===== src/rtl/u8u16_pkg.sv =====
package u8u16_pkg;

   localparam int unsigned UnitWidth = 16;
   localparam int unsigned CapWidth  = 16;
   localparam int unsigned CpWidth   = 21;

   localparam logic [CapWidth-1:0]  CapacityReset  = 16'd64;
   localparam logic [UnitWidth-1:0] QuestionUnit   = 16'h003F;
   localparam logic [UnitWidth-1:0] TerminatorUnit = 16'h0000;
   localparam logic [UnitWidth-1:0] HighSurrogate  = 16'hD800;
   localparam logic [UnitWidth-1:0] LowSurrogate   = 16'hDC00;
   localparam logic [CpWidth-1:0]   SupplementBase = 21'h010000;

   // Output queue: four entries; a byte is taken only while at least two are free.
   localparam int unsigned QueueDepth = 4;
   localparam int unsigned PtrWidth   = $clog2(QueueDepth);
   localparam int unsigned CntWidth   = $clog2(QueueDepth + 1);

   typedef struct packed {
      logic [UnitWidth-1:0] code_unit;
      logic                 end_of_string;
   } unit_entry_type;

endpackage


===== src/rtl/utf8_to_utf16_stream_converter.sv =====
// UTF-8 to UTF-16 stream converter. One UTF-8 byte is taken per accepted req word and
// zero, one or two UTF-16 code units leave on the rsp channel; every string closes with
// a zero unit flagged end_of_string, either on NUL or when the buffer size programmed in
// out_capacity would be exceeded, after which bytes are dropped up to the NUL. A byte is
// decoded in the cycle it is accepted and its units are written to a four-entry output
// queue, so the block takes one byte per cycle while req_stall is low. The rsp port
// moves one unit per cycle while rsp_stall is low, so a byte that yields two units (a
// surrogate pair, or '?' before the next unit) needs two rsp transfers; req_stall is
// high while fewer than two queue entries are free. Units reach rsp through the queue.
module utf8_to_utf16_stream_converter (
   input  logic                               clock,
   input  logic                               reset,
   input  logic                               req_valid,
   output logic                               req_stall,
   input  logic [7:0]                         req_in_byte,
   output logic                               rsp_valid,
   input  logic                               rsp_stall,
   output logic [u8u16_pkg::UnitWidth-1:0]    rsp_code_unit,
   output logic                               rsp_end_of_string,
   input  logic                               csr_valid,
   output logic                               csr_ready,
   input  logic [u8u16_pkg::CapWidth-1:0]     csr_out_capacity
);
   import u8u16_pkg::*;

   logic [CapWidth-1:0]  cap_ff;
   logic [1:0]           bp_ff, bp_in;
   logic [CpWidth-1:0]   acc_ff, acc_in;
   logic [UnitWidth-1:0] uw_ff, uw_in;
   logic                 drop_ff, drop_in;

   unit_entry_type       queue_ff [QueueDepth];
   logic [PtrWidth-1:0]  head_ff, tail_ff;
   logic [CntWidth-1:0]  count_ff;

   logic                 req_accept, rsp_accept;
   logic [1:0]           n_units;
   unit_entry_type       e0, e1;

   logic                 start_en;
   logic [UnitWidth-1:0] uw_start;
   logic [CpWidth-1:0]   cp_next;
   logic [CpWidth-1:0]   cp_off;
   logic                 st_emit, st_last;
   logic [UnitWidth-1:0] st_unit;
   logic [CapWidth:0]    cap_need;

   assign csr_ready  = 1'b1;
   assign req_stall  = (count_ff > CntWidth'(QueueDepth - 2));
   assign req_accept = req_valid && !req_stall;
   assign rsp_valid  = (count_ff != '0);
   assign rsp_accept = rsp_valid && !rsp_stall;
   assign rsp_code_unit     = queue_ff[head_ff].code_unit;
   assign rsp_end_of_string = queue_ff[head_ff].end_of_string;

   always_comb begin
      bp_in    = bp_ff;
      acc_in   = acc_ff;
      uw_in    = uw_ff;
      drop_in  = drop_ff;
      n_units  = 2'd0;
      e0       = '{code_unit: TerminatorUnit, end_of_string: 1'b0};
      e1       = '{code_unit: TerminatorUnit, end_of_string: 1'b0};
      start_en = 1'b0;
      uw_start = uw_ff;
      cp_next  = {acc_ff[CpWidth-7:0], req_in_byte[5:0]};
      cp_off   = cp_next - SupplementBase;
      st_emit  = 1'b0;
      st_last  = 1'b0;
      st_unit  = TerminatorUnit;
      cap_need = '0;

      if (drop_ff) begin
         if (req_in_byte == 8'h00) begin
            drop_in = 1'b0;
            uw_in   = '0;
            bp_in   = '0;
            acc_in  = '0;
         end
      end else if (bp_ff == 2'd0) begin
         start_en = 1'b1;
      end else if (req_in_byte[7:6] == 2'b10) begin
         bp_in = bp_ff - 2'd1;
         if (bp_ff == 2'd1) begin
            acc_in = '0;
            if (cp_next >= SupplementBase) begin
               n_units = 2'd2;
               e0.code_unit = HighSurrogate | {5'd0, cp_off[20:10]};
               e1.code_unit = LowSurrogate | {6'd0, cp_off[9:0]};
               uw_in = uw_ff + 16'd2;
            end else begin
               n_units = 2'd1;
               e0.code_unit = cp_next[UnitWidth-1:0];
               uw_in = uw_ff + 16'd1;
            end
         end else begin
            acc_in = cp_next;
         end
      end else begin
         // Broken sequence: flag it, then treat this byte as a fresh lead.
         bp_in        = '0;
         acc_in       = '0;
         n_units      = 2'd1;
         e0.code_unit = QuestionUnit;
         uw_start     = uw_ff + 16'd1;
         uw_in        = uw_start;
         start_en     = 1'b1;
      end

      if (start_en) begin
         cap_need = {1'b0, uw_start} + 17'd2;
         priority if (req_in_byte == 8'h00) begin
            st_emit = 1'b1;
            st_last = 1'b1;
            uw_in   = '0;
            bp_in   = '0;
            acc_in  = '0;
         end else if (cap_need >= {1'b0, cap_ff}) begin
            st_emit = 1'b1;
            st_last = 1'b1;
            uw_in   = '0;
            bp_in   = '0;
            acc_in  = '0;
            drop_in = 1'b1;
         end else if (!req_in_byte[7]) begin
            st_emit = 1'b1;
            st_unit = {8'd0, req_in_byte};
            uw_in   = uw_start + 16'd1;
         end else if (req_in_byte[7:5] == 3'b110) begin
            acc_in = {16'd0, req_in_byte[4:0]};
            bp_in  = 2'd1;
         end else if (req_in_byte[7:4] == 4'b1110) begin
            acc_in = {17'd0, req_in_byte[3:0]};
            bp_in  = 2'd2;
         end else if (req_in_byte[7:3] == 5'b11110) begin
            acc_in = {18'd0, req_in_byte[2:0]};
            bp_in  = 2'd3;
         end else begin
            // Stray continuation or invalid lead byte: no sequence is open afterwards.
            bp_in = '0;
         end

         if (st_emit) begin
            if (n_units == 2'd0) begin
               e0 = '{code_unit: st_unit, end_of_string: st_last};
            end else begin
               e1 = '{code_unit: st_unit, end_of_string: st_last};
            end
            n_units = n_units + 2'd1;
         end
      end
   end

   always_ff @(posedge clock) begin
      if (reset) begin
         cap_ff   <= CapacityReset;
         bp_ff    <= '0;
         acc_ff   <= '0;
         uw_ff    <= '0;
         drop_ff  <= 1'b0;
         head_ff  <= '0;
         tail_ff  <= '0;
         count_ff <= '0;
      end else begin
         if (csr_valid && csr_ready) begin
            cap_ff <= csr_out_capacity;
         end
         if (req_accept) begin
            bp_ff   <= bp_in;
            acc_ff  <= acc_in;
            uw_ff   <= uw_in;
            drop_ff <= drop_in;
            tail_ff <= tail_ff + PtrWidth'(n_units);
         end
         if (rsp_accept) begin
            head_ff <= head_ff + 1'b1;
         end
         count_ff <= count_ff + (req_accept ? CntWidth'(n_units) : '0)
                     - CntWidth'(rsp_accept);
      end
   end

   always_ff @(posedge clock) begin
      if (req_accept && n_units != 2'd0) begin
         queue_ff[tail_ff] <= e0;
      end
      if (req_accept && n_units == 2'd2) begin
         queue_ff[tail_ff + 1'b1] <= e1;
      end
   end

endmodule


===== config.mk =====
export PLATFORM = sky130hd
export DESIGN_NAME = utf8_to_utf16_stream_converter
export DESIGN_NICKNAME = d
export VERILOG_FILES = /design/src/rtl/u8u16_pkg.sv /design/src/rtl/utf8_to_utf16_stream_converter.sv
export SDC_FILE = /design/constraint.sdc
export NUM_CORES = 1
export LEC_CHECK = 0
export CORE_MARGIN = 8
export CORE_UTILIZATION = 47
export DETAILED_ROUTE_END_ITERATION = 10
export DONT_BUFFER_PORTS = 1
export GPL_TIMING_DRIVEN = 0
export RECOVER_POWER = 25
export SLEW_MARGIN = 20
export SYNTH_ARGS = -nofsm -noshare
export SYNTH_HDL_FRONTEND = slang
export SYNTH_SLANG_ARGS = --single-unit

===== constraint.sdc =====
create_clock -name clock -period 11.2 [get_ports clock]
set_input_delay 1.12 -clock clock [delete_from_list [all_inputs] [get_ports clock]]
set_output_delay 1.12 -clock clock [all_outputs]
set_load 0.05 [all_outputs]

==> results of run 1 <==
[cell type report]
type	instances	area, µm²	share of cell area, %
well taps	234	293	3.00
inverters	45	169	1.73
flip-flops and latches	127	3180	32.6
multi-input cells	769	5180	53.0
plain buffers	75	320	3.28
clock buffers	18	429	4.39
clock inverters	14	201	2.06
[final timing paths]
check | slack [ns] | cells after the start | endpoint
worst max-delay path | 2.94 | 28 | count_ff[2]
worst min-delay path | 0.46 | 1 | queue_ff[3][14]
worst max register to register | 2.94 | 28 | count_ff[2]
worst min register to register | 0.46 | 1 | queue_ff[3][14]
[state kept, by name, summed over array words and instances (netlist names), named ones only]
signal	cells
head_ff	2
queue_ff	68
uw_ff	16
drop_ff	1
acc_ff	15
cap_ff	16
count_ff	3
tail_ff	2
bp_ff	2
[report_power, final]
group | total, µW | internal [µW] | switching (µW)
logic | 658 | 188 | 470
registers | 560 | 534 | 25.9
clock network | 612 | 377 | 235
[cell families (layout without fill, tap and decap cells)]
kind of cell               count (synthesis)  count (layout)
muxes                                     37              37
DFF                                      127             127
adders and majority gates                 30              30
xor gates and xnor gates                  41              41
AOI/OAI and AO/OA                        309             309
buffers and inverters                    120             152
and+or+nand+nor                          351             351
other                                      1               1
[cells in the mapped netlist, types with 4 or more instances]
cell / count
sky130_fd_sc_hd__nand2_1: 128
sky130_fd_sc_hd__nor2_1: 72
sky130_fd_sc_hd__edfxtp_1: 64
sky130_fd_sc_hd__dfxtp_1: 63
sky130_fd_sc_hd__a21oi_1: 55
sky130_fd_sc_hd__o21ai_0: 54
sky130_fd_sc_hd__clkbuf_1: 47
sky130_fd_sc_hd__inv_1: 44
sky130_fd_sc_hd__ha_1: 29
sky130_fd_sc_hd__nand3_1: 29
sky130_fd_sc_hd__o22ai_1: 28
sky130_fd_sc_hd__nor3_1: 27
sky130_fd_sc_hd__xnor2_1: 25
sky130_fd_sc_hd__a31oi_1: 24
sky130_fd_sc_hd__a22o_1: 21
sky130_fd_sc_hd__mux2i_1: 17
sky130_fd_sc_hd__mux4_2: 17
sky130_fd_sc_hd__xor2_1: 16
sky130_fd_sc_hd__buf_2: 15
sky130_fd_sc_hd__o21ai_1: 12
sky130_fd_sc_hd__nand2b_1: 11
sky130_fd_sc_hd__o21a_1: 11
sky130_fd_sc_hd__nand4_1: 10
sky130_fd_sc_hd__and3_1: 9
sky130_fd_sc_hd__o211ai_1: 9
sky130_fd_sc_hd__buf_1: 8
sky130_fd_sc_hd__nor2b_1: 8
sky130_fd_sc_hd__a21oi_2: 7
sky130_fd_sc_hd__a221oi_1: 7
sky130_fd_sc_hd__a22oi_1: 7
sky130_fd_sc_hd__a21o_1: 6
sky130_fd_sc_hd__nand3b_1: 6
sky130_fd_sc_hd__nor4_1: 6
sky130_fd_sc_hd__o31ai_1: 6
sky130_fd_sc_hd__o32ai_1: 6
sky130_fd_sc_hd__nor3b_1: 5
sky130_fd_sc_hd__or3_1: 5
sky130_fd_sc_hd__a211oi_1: 4
sky130_fd_sc_hd__a31o_2: 4
sky130_fd_sc_hd__a32o_1: 4
sky130_fd_sc_hd__and4_1: 4
sky130_fd_sc_hd__o2bb2ai_1: 4
[stage by stage]
stage | util (%) | hold slack [ns] | total power (µW) | std cells | worst slack (ns)
final | 52.4 | 0.462 | 1830 | 1282 | 2.94
after global routing | 52.4 | 0.476 | 1900 | 1282 | 2.49
after CTS | 52.5 | 0.459 | 1830 | 1282 | 3.80
after detailed placement | 49.2 | 0.441 | 1220 | 1250 | 3.51
after global placement | 49.2 | 0.442 | 1220 | 1250 | 3.60
after floorplan | - | 0.427 | 1060 | 1016 | 4.94
[worst max-delay path, delay by kind of cell, from the launching register on]
family / cells / cell delay, ns
buffers and inverters: 5 / 1.46
xor gates and xnor gates: 4 / 0.84
and+or+nand+nor: 10 / 2.84
AOI/OAI and AO/OA: 3 / 0.73
DFF: 1 / 0.42
adders and majority gates: 6 / 1.84
[metal layers]
layer / vias up / global-route usage (%) / wire (µm)
met3: 92 / 3.95 / 1810
met2: 353 / 39.7 / 13600
li1: 3845 / - / -
met1: 3946 / 31.0 / 12000
met4: 0 / 12.6 / 1330
met5: - / 0 / 0
==> metrics.txt, run 1 <==
Power per Cell Area=roughly 190 nW/µm²; library cell occupying the most area in the post-synthesis netlist=sky130_fd_sc_hd__edfxtp_1; effective utilization at floorplan=47.6%; cell with the largest stage delay on the worst path=sky130_fd_sc_hd__nor2_1; xor and xnor fraction of the mapped netlist area=under 10%; Worst slew margin=between 30% and 40%; setup fix buffers added after clock tree synthesis=0; Core Footprint=18600 µm²; Crit path arrival time=8.56 ns; synthesized instance count=1016; adder and majority cell fraction of the synthesized area=4.32%; Critical Setup Path Class=reg2reg; RSZ-0062 raised after global routing=false; flip-flop cell with the highest count after synthesis=sky130_fd_sc_hd__edfxtp_1; diode insertion count for antenna repair=0; most common library cell in the layout ignoring fill and taps=sky130_fd_sc_hd__nand2_1; CP Max Fanout=10; multiplexer fraction of the synthesized cell area=6.61%; WL per Instance=22.5 µm; global-route wire length before repair=45.4 mm; number of resized instances in the post-cts repair step=0; path class of the lowest-slack min-delay path=reg2reg; number of vias after detailed routing=8236; clock net sink count=127; flip-flop and latch count after synthesis=~130; pin count of the biggest net entering global routing=17; root buffer selected by CTS=sky130_fd_sc_hd__clkbuf_16; global placer's final weighted congestion=0.955; area of the mapped netlist=approximately 8900 µm²; worst slew pin tran=0.941 ns; Total Die Area=23500 µm²; YS warnings=0; post-detailed-placement cell area=9160 µm²; total CTS buffers=17; chip width=153 µm; launch instance of the worst register-to-register path=bp_ff[0]; Avg Vias per Cell=6.42; worst clock skew=0.0187 ns; number of antenna violations at the first check in global routing=0; vertical die dimension=between 150 and 200 µm; Synth Area per Inst=8.73 µm²; delay contributed by the slowest stage of the critical path=0.69 ns; nature of the critical path endpoint=register; net count reported at finish=1094; Crit. Startpoint=bp_ff[0]; Clock Path Buffers=2; net count after synthesis=1075; Crit path top cell by count=sky130_fd_sc_hd__ha_1; leakage power total=~0.0034 µW; Post-synth ARST share=0%; launch point of the worst hold path=queue_ff[3][14]; max-capacitance violation count=0; violation count after the first detailed-route iteration=786; achievable frequency=approximately 0.12 GHz; number of pins with negative max-slew slack in the final report=0; top-area cell type share of the netlist area=a little over a fifth; Worst Path Required=11.50 ns; count of distinct cell types in the synthesized netlist=between 90 and 100; post-route cell area=around 9800 µm²; complex-gate fraction of the synthesized area=23.9%; top library cells by usage in the layout, fill and taps aside=128 x sky130_fd_sc_hd__nand2_1, 73 x sky130_fd_sc_hd__nor2_1, 64 x sky130_fd_sc_hd__edfxtp_1; final antenna-violating net count=0; clock tree from TritonCTS=built; number of design rule violations left after detail routing=0; Finish-stage setup viols=0; clock-pin slew of the registers on the worst-case setup and hold paths=0.07 ns; Post-Route Setup TNS=0 ns; overall track demand over capacity in global routing=around 24%; top post-synthesis cells by area=sky130_fd_sc_hd__edfxtp_1 22%, sky130_fd_sc_hd__dfxtp_1 14%, sky130_fd_sc_hd__nand2_1 5.4%; Hold Fails Final Rpt=0; routed wire length=28.8 mm; CP Launch Type=register; first-pass iteration count of the detailed router=5; area added between synthesis and finish=10.2%; post-synthesis simple-gate area fraction=about a fifth; post-route clock period utilization=73.7%; post-synthesis sequential area ratio=about 36%; # rows=50; EDFF count, synth=64; proportion of layout cells with a drive suffix above 1=a little under a tenth; CTS HTree Levels=4; number of primary I/O pins=between 40 and 50; total congestion overflow=0; number of filler instances in the final layout=~1800; highest ir drop seen on vdd=0.000122 V; quantity of hold-fixing buffers added after cts=0; final critical-path required period=just over 8 ns; clk_lat worst skew=about 0.43 ns; count of buffers from port buffering=0; vias in the first global route=roughly 8000; detailed-placement wirelength estimate=about 21 mm; status=finished, final reports clean; main combinational cell family by area after synthesis=compound AO/OA/AOI/OAI gates
Power figures use the tool's default switching activity.
==> inputs of run 2 (changes only) <==
- ABC_AREA: default -> 1
- clock period: 11.2 -> 8.5 ns (I/O delays scaled with it)
==> run 2 against run 1 <==
  * Global-route usage up 0.51 points
  * Combinational power rose to 2.6 times the previous value
  * Non-clock buffer count down 2
  * Die area up 6.6%
  * Count of clock-buffer cells in the layout unchanged
  * Worst hold slack better by 0.0028 ns
  * Clock skew down 0.0031 ns
  * Critical path depth unchanged
==> metrics.txt, run 2 <==
CP Max Fanout=16 (was 10); most numerous cell in the Yosys netlist=sky130_fd_sc_hd__nand2_1 (unchanged); Worst Setup EP=queue_ff[2][5] (was count_ff[2]); violation count after the first detailed-route iteration=660 (was 786); clock tree from TritonCTS=built (unchanged); status=finished, final reports clean (unchanged); area of the mapped netlist=9530 µm² (was 8870 µm²); Total Die Area=25100 µm² (was 23500 µm²); global-route wire length before repair=48.4 mm (was 45.4 mm); most common library cell in the layout ignoring fill and taps=sky130_fd_sc_hd__nand2_1 (unchanged); setup fix buffers added after clock tree synthesis=0 (unchanged); leakage power total=0.00405 µW (was 0.00340 µW); Hold Path Depth=2 (was 1); overall track demand over capacity in global routing=25.0% (was 24.5%); Core Footprint=20000 µm² (was 18600 µm²); diode insertion count for antenna repair=0 (unchanged); post-synthesis sequential area ratio=33.4% (was 35.9%); Synth Area per Inst=7.01 µm² (was 8.73 µm²); effective utilization at floorplan=47.5% (was 47.6%); switching power as a share of total power=49.9% (was 39.9%); synthesized instance count=1360 (was 1016); CP Launch Type=register (unchanged); nature of the critical path endpoint=register (unchanged); EDFF count, synth=64 (unchanged); Critical Setup Path Class=reg2reg (unchanged); net count reported at finish=1438 (was 1094); delay contributed by the slowest stage of the critical path=0.63 ns (was 0.69 ns); Overall Power=3240 µW (was 1830 µW); clock-pin slew of the registers on the worst-case setup and hold paths=0.06 ns (was 0.07 ns); highest ir drop seen on vdd=0.000171 V (was 0.000122 V); number of resized instances in the post-cts repair step=0 (unchanged); top-area cell type share of the netlist area=20.2% (was 21.7%); clock net sink count=127 (unchanged); vias in the first global route=8990 (was 7973); Crit Reg-Reg Endpoint=queue_ff[2][5] (was count_ff[2]); routed wire length=31.1 mm (was 28.8 mm); count of distinct cell types in the synthesized netlist=56 (was 91); worst slew pin tran=1.11 ns (was 0.941 ns); cell with the largest stage delay on the worst path=sky130_fd_sc_hd__nand2_1 (was sky130_fd_sc_hd__nor2_1); count of buffers from port buffering=0 (unchanged); net count after synthesis=1419 (was 1075); flip-flop cell with the highest count after synthesis=sky130_fd_sc_hd__edfxtp_1 (unchanged); number of design rule violations left after detail routing=0 (unchanged); max-capacitance violation count=0 (unchanged); Post-Route Setup TNS=0 ns (unchanged); Crit path arrival time=6.95 ns (was 8.56 ns); biggest registers after layout=queue_ff: 68 flops, cap_ff: 16 flops, uw_ff: 16 flops (unchanged); Clock Path Buffers=2 (unchanged); worst clock skew=0.0156 ns (was 0.0187 ns); combinational cell fraction of total power=52.3% (was 35.9%); Worst Path Required=8.56 ns (was 11.50 ns); number of pins with negative max-slew slack in the final report=0 (unchanged); # rows=52 (was 50); area of the multi-input gates=5370 µm² (was 5180 µm²); area added between synthesis and finish=9.07% (was 10.2%); list of most frequent post-synthesis cells=261 x sky130_fd_sc_hd__nand2_1, 151 x sky130_fd_sc_hd__o21ai_0, 140 x sky130_fd_sc_hd__inv_1, 140 x sky130_fd_sc_hd__nand3_1, 99 x sky130_fd_sc_hd__nor2_1 (was 128 x sky130_fd_sc_hd__nand2_1, 72 x sky130_fd_sc_hd__nor2_1, 64 x sky130_fd_sc_hd__edfxtp_1); clock network power share=22.5% (was 33.4%); flip-flop count of the largest register after layout=68 (unchanged); Power per Cell Area=312 nW/µm² (was 187 nW/µm²); number of primary I/O pins=49 (unchanged); launch instance of the worst register-to-register path=bp_ff[0] (unchanged); fraction of power consumed by sequential logic=25.2% (was 30.6%); quantity of hold-fixing buffers added after cts=0 (unchanged); top post-synthesis cells by area=sky130_fd_sc_hd__edfxtp_1 20%, sky130_fd_sc_hd__dfxtp_1 13%, sky130_fd_sc_hd__nand2_1 10% (was sky130_fd_sc_hd__edfxtp_1 22%, sky130_fd_sc_hd__dfxtp_1 14%, sky130_fd_sc_hd__nand2_1 5.4%); clk_lat worst skew=0.44 ns (was 0.43 ns); proportion of layout cells with a drive suffix above 1=6.68% (was 9.45%); top library cells by usage in the layout, fill and taps aside=262 x sky130_fd_sc_hd__nand2_1, 151 x sky130_fd_sc_hd__o21ai_0, 142 x sky130_fd_sc_hd__nand3_1 (was 128 x sky130_fd_sc_hd__nand2_1, 73 x sky130_fd_sc_hd__nor2_1, 64 x sky130_fd_sc_hd__edfxtp_1); RSZ-0062 raised after global routing=false (unchanged); vertical die dimension=158 µm (was 153 µm); Post-synth ARST share=0% (unchanged); achievable frequency=0.145 GHz (was 0.121 GHz); final antenna-violating net count=0 (unchanged); final critical-path required period=6.89 ns (was 8.26 ns); library cell occupying the most area in the post-synthesis netlist=sky130_fd_sc_hd__edfxtp_1 (unchanged); sw power=1620 µW (was 731 µW); path depth of the worst reg2reg path=28 (unchanged); pin count of the biggest net entering global routing=17 (unchanged); flip-flop and latch count after synthesis=127 (unchanged); Finish-stage setup viols=0 (unchanged); detailed-placement wirelength estimate=23.8 mm (was 21.1 mm); Crit. Startpoint=bp_ff[0] (unchanged); path class of the lowest-slack min-delay path=reg2reg (unchanged); Internal Pwr Total=1620 µW (was 1100 µW); CTS HTree Levels=4 (unchanged); first-pass iteration count of the detailed router=8 (was 5); slack of the worst reg-to-reg path=1.61 ns (was 2.94 ns); YS warnings=0 (unchanged); Worst slew margin=27.0% (was 37.3%); post-route clock period utilization=81.1% (was 73.7%); global placer's final weighted congestion=0.986 (was 0.955); total congestion overflow=0 (unchanged); chip width=158 µm (was 153 µm); Avg Vias per Cell=5.71 (was 6.42); number of vias after detailed routing=9487 (was 8236); Most flops, register=queue_ff (unchanged); number of filler instances in the final layout=2096 (was 1805); WL per Instance=18.7 µm (was 22.5 µm); root buffer selected by CTS=sky130_fd_sc_hd__clkbuf_16 (unchanged); Hold Fails Final Rpt=0 (unchanged); Crit path top cell by count=sky130_fd_sc_hd__nand2_1 (was sky130_fd_sc_hd__ha_1); total CTS buffers=17 (unchanged); flip-flop and latch area=3180 µm² (unchanged); number of antenna violations at the first check in global routing=0 (unchanged)
## run 2: final cells by class
class / instances / area share, %
multi-input cells: 1011 / 51.7
clock inverters: 14 / 1.37
well taps: 270 / 3.25
inverters: 149 / 5.39
plain buffers: 73 / 3.53
clock buffers: 18 / 4.13
flip-flops and latches: 127 / 30.6
## run 2: cell families (layout without fill, tap and decap cells)
group	Yosys count	count (layout)	synth area share, %
DFF	127	127	33.4
buffers and inverters	222	254	9.76
muxes	3	3	0.315
adders and majority gates	30	30	4.02
xor gates and xnor gates	30	30	2.84
AOI/OAI and AO/OA	364	364	20.9
other	1	1	0.0394
and+or+nand+nor	583	583	28.7
## run 2: through the flow
stage | hold WS (ns) | setup WS [ns] | utilization, % | cells | instance area, µm²
after global routing | 0.488 | 1.04 | 51.9 | 1662 | 10400
after floorplan | 0.436 | 3.45 | - | 1360 | 9530
after detailed placement | 0.462 | 2.37 | 49.2 | 1630 | 9870
after global placement | 0.454 | 2.43 | 49.2 | 1630 | 9870
final | 0.465 | 1.61 | 51.9 | 1662 | 10400
after CTS | 0.471 | 2.42 | 52.1 | 1662 | 10400
## run 2: worst min-delay path by stage
stage / start / end / slack, ns
6_report: cap_ff[13] / cap_ff[13] / 0.47
5_1_grt: queue_ff[1][14] / queue_ff[1][14] / 0.49
4_1_cts: cap_ff[13] / cap_ff[13] / 0.47
3_5_place_dp: head_ff[0] / head_ff[0] / 0.46
3_3_place_gp: head_ff[0] / head_ff[0] / 0.45
2_1_floorplan: head_ff[1] / register / 0.44
## run 2: worst max-delay path: cells and delay by family, from the launching register on
family,cells,cell delay [ns]
AND/OR/NAND/NOR,17,4.01
flip-flops,1,0.41
adder cells (fa/ha/maj),3,0.71
XOR/XNOR,1,0.17
buffers and inverters,4,0.70
AO/OA/AOI/OAI,3,0.50
## run 2: routing by layer
metal  wire [µm]  global-route usage, %  vias up  part of all wire [%]
li1            -                      -     4705                     -
met1       12700                   29.1     4337                    41
met2       15200                   44.3      362                    49
met3        1900                   3.99       83                   6.1
met4        1210                   11.2        0                   3.9
met5           0                      0        -                     0
## run 2: power groups by stage
stage / registers [µW] / clock network (µW) / logic [µW]
2_1_floorplan: 803 / 0 / 1290
4_1_cts: 814 / 730 / 1700
3_3_place_gp: 825 / 0 / 1690
3_5_place_dp: 827 / 0 / 1700
5_1_grt: 825 / 756 / 1860
6_report: 815 / 730 / 1690
==> inputs of run 3 (changes only) <==
- clock period: 8.5 -> 5.76 ns (I/O delays scaled with it)
==> run 3 against run 2 <==
  * Sequential share of layout area decreased by 0.24 points
  * Via count increased by 0.92%
  * Maximum frequency increased by 27%
  * Die area unchanged
  * Register-to-register slack got worse by 1.3 ns
  * Flip-flop and latch count unchanged
  * Setup slack got worse by 1.3 ns
  * Final area increased by 0.79%
  * Utilization increased by 0.41 points
  * Critical path depth unchanged
  * Sequential power increased by 47%
  * Wire length increased by 0.65%
==> metrics.txt, run 3 (synthesis results as in run 2) <==
status=finished, final reports clean (unchanged); vias in the first global route=8982 (was 8990); global-route wire length before repair=48.3 mm (was 48.4 mm); launch point of the worst hold path=csr_valid (was cap_ff[13]); flip-flop count of the largest register after layout=68 (unchanged); Total Die Area=25100 µm² (unchanged); Worst Path Required=5.84 ns (was 8.56 ns); tightest hold margin=0.251 ns (was 0.465 ns); post-route cell area=10500 µm² (was 10400 µm²); overall track demand over capacity in global routing=25.0% (unchanged); diode insertion count for antenna repair=0 (unchanged); quantity of hold-fixing buffers added after cts=0 (unchanged); violation count after the first detailed-route iteration=743 (was 660); final antenna-violating net count=0 (unchanged); Crit path arrival time=5.51 ns (was 6.95 ns); clk_lat worst skew=0.44 ns (about the same); Hold Fails Final Rpt=0 (unchanged); number of standard cells in the layout, taps in and fillers out=1662 (unchanged); Overall Power=4830 µW (was 3240 µW); clock-pin slew of the registers on the worst-case setup and hold paths=0.06 ns (about the same); Hold Crit Endpoint=cap_ff[6] (was cap_ff[13]); worst slew pin tran=1.11 ns (about the same); nature of the critical path endpoint=register (unchanged); detailed-placement wirelength estimate=23.8 mm (unchanged); total congestion overflow=0 (unchanged); leakage power total=0.00408 µW (was 0.00405 µW); proportion of layout cells with a drive suffix above 1=7.61% (was 6.68%); Internal Pwr Total=2410 µW (was 1620 µW); clock net sink count=127 (unchanged); number of antenna violations at the first check in global routing=0 (unchanged); Clock Path Buffers=2 (unchanged); delay contributed by the slowest stage of the critical path=0.41 ns (was 0.63 ns); top library cells by usage in the layout, fill and taps aside=257 x sky130_fd_sc_hd__nand2_1, 150 x sky130_fd_sc_hd__o21ai_0, 140 x sky130_fd_sc_hd__inv_1, 140 x sky130_fd_sc_hd__nand3_1, 99 x sky130_fd_sc_hd__nor2_1 (was 262 x sky130_fd_sc_hd__nand2_1, 151 x sky130_fd_sc_hd__o21ai_0, 142 x sky130_fd_sc_hd__nand3_1); CP Max Fanout=16 (unchanged); launch instance of the worst register-to-register path=bp_ff[0] (unchanged); CP Launch Type=register (unchanged); sw power=2420 µW (was 1620 µW); vertical die dimension=158 µm (unchanged); number of vias after detailed routing=9574 (was 9487); first-pass iteration count of the detailed router=7 (was 8); Crit Reg-Reg Endpoint=queue_ff[3][6] (was queue_ff[2][5]); biggest registers after layout=queue_ff: 68 flops, cap_ff: 16 flops, uw_ff: 16 flops (unchanged); core utilization of the finished layout=52.3% (was 51.9%); cell with the largest stage delay on the worst path=sky130_fd_sc_hd__dfxtp_1 (was sky130_fd_sc_hd__nand2_1); clock network power share=22.4% (was 22.5%); number of buffers and inverters on the critical path=4 (unchanged); path class of the lowest-slack min-delay path=in2reg (was reg2reg); Power per Cell Area=461 nW/µm² (was 312 nW/µm²); critical path's top delay family=simple AND/OR/NAND/NOR gates (unchanged); slack of the worst reg-to-reg path=0.33 ns (was 1.61 ns); # rows=52 (unchanged); most common library cell in the layout ignoring fill and taps=sky130_fd_sc_hd__nand2_1 (unchanged); count of buffers from port buffering=0 (unchanged); root buffer selected by CTS=sky130_fd_sc_hd__clkbuf_16 (unchanged); number of design rule violations left after detail routing=0 (unchanged); final critical-path required period=5.43 ns (was 6.89 ns); number of pins with negative max-slew slack in the final report=0 (unchanged); achievable frequency=0.184 GHz (was 0.145 GHz); Hold Path Depth=1 (was 2); total CTS buffers=17 (unchanged); CTS HTree Levels=4 (unchanged); Avg Vias per Cell=5.76 (was 5.71); area of the multi-input gates=5450 µm² (was 5370 µm²); fraction of power consumed by sequential logic=24.9% (was 25.2%); setup fix buffers added after clock tree synthesis=0 (unchanged); DP Cell Count=1630 (unchanged); max-capacitance violation count=0 (unchanged); effective utilization at floorplan=47.5% (unchanged); path depth of the worst reg2reg path=28 (unchanged); pin count of the biggest net entering global routing=17 (unchanged); switching power as a share of total power=50.0% (was 49.9%); clock tree from TritonCTS=built (unchanged); net count reported at finish=1438 (unchanged); Core Footprint=20000 µm² (unchanged); WL per Instance=18.8 µm (was 18.7 µm); combinational cell fraction of total power=52.8% (was 52.3%); Most flops, register=queue_ff (unchanged); number of filler instances in the final layout=2076 (was 2096); Worst slew margin=27.0% (about the same); routed wire length=31.3 mm (was 31.1 mm); worst clock skew=0.0131 ns (was 0.0156 ns); number of primary I/O pins=49 (unchanged); area added between synthesis and finish=9.94% (was 9.07%); global placer's final weighted congestion=0.986 (unchanged); highest ir drop seen on vdd=0.000256 V (was 0.000171 V); flip-flop and latch area=3180 µm² (unchanged); post-detailed-placement cell area=9870 µm² (unchanged); Finish-stage setup viols=0 (unchanged); Critical Setup Path Class=reg2reg (unchanged); post-route clock period utilization=94.3% (was 81.1%); chip width=158 µm (unchanged)
==> run 3: final cells by class <==
cell class | count | area share, %
multi-input combinational | 1011 | 52.1
sequential | 127 | 30.4
inverter | 149 | 5.36
clock buffer | 18 | 4.10
buffer | 73 | 3.51
tap | 270 | 3.23
clock inverter | 14 | 1.36
==> run 3: power groups by stage <==
stage,combinational (µW),sequential [µW],clock [µW]
4_1_cts,2520,1200,1080
2_1_floorplan,1910,1180,0
3_3_place_gp,2490,1220,0
3_5_place_dp,2510,1220,0
6_report,2550,1200,1080
5_1_grt,2790,1220,1120
==> run 3: worst max path at each step <==
stage	endpoint	slack [ns]	startpoint	cells past startpoint
after CTS	queue_ff[0][6]	0.002	bp_ff[0]	28
after global placement	queue_ff[2][10]	-0.21	bp_ff[0]	28
after detailed placement	queue_ff[2][1]	-0.27	bp_ff[0]	28
after floorplan	count_ff[2]	0.87	bp_ff[0]	30
final	queue_ff[3][6]	0.33	bp_ff[0]	28
after global routing	queue_ff[3][6]	-0.02	bp_ff[0]	28
==> run 3: repair_timing <==
item                                    in CTS  in global routing
cloned                                       0                  0
resized for setup                            5                  5
endpoints found under the setup margin      64                106
==> run 3: per-layer routing <==
| layer | GRT usage, % | share of wire [%] |
|---|---|---|
| met3 | 3.99 | 5.9 |
| met1 | 29.1 | 41 |
| met5 | 0 | 0 |
| met2 | 44.4 | 50 |
| met4 | 11.1 | 3.3 |
==> run 3: metrics by stage <==
step | setup TNS (ns) | setup slack [ns]
2_1_floorplan | 0 | 0.871
3_3_place_gp | -9.30 | -0.213
3_5_place_dp | -11.78 | -0.272
4_1_cts | 0 | 0.00239
5_1_grt | -0.247 | -0.0218
6_report | 0 | 0.326
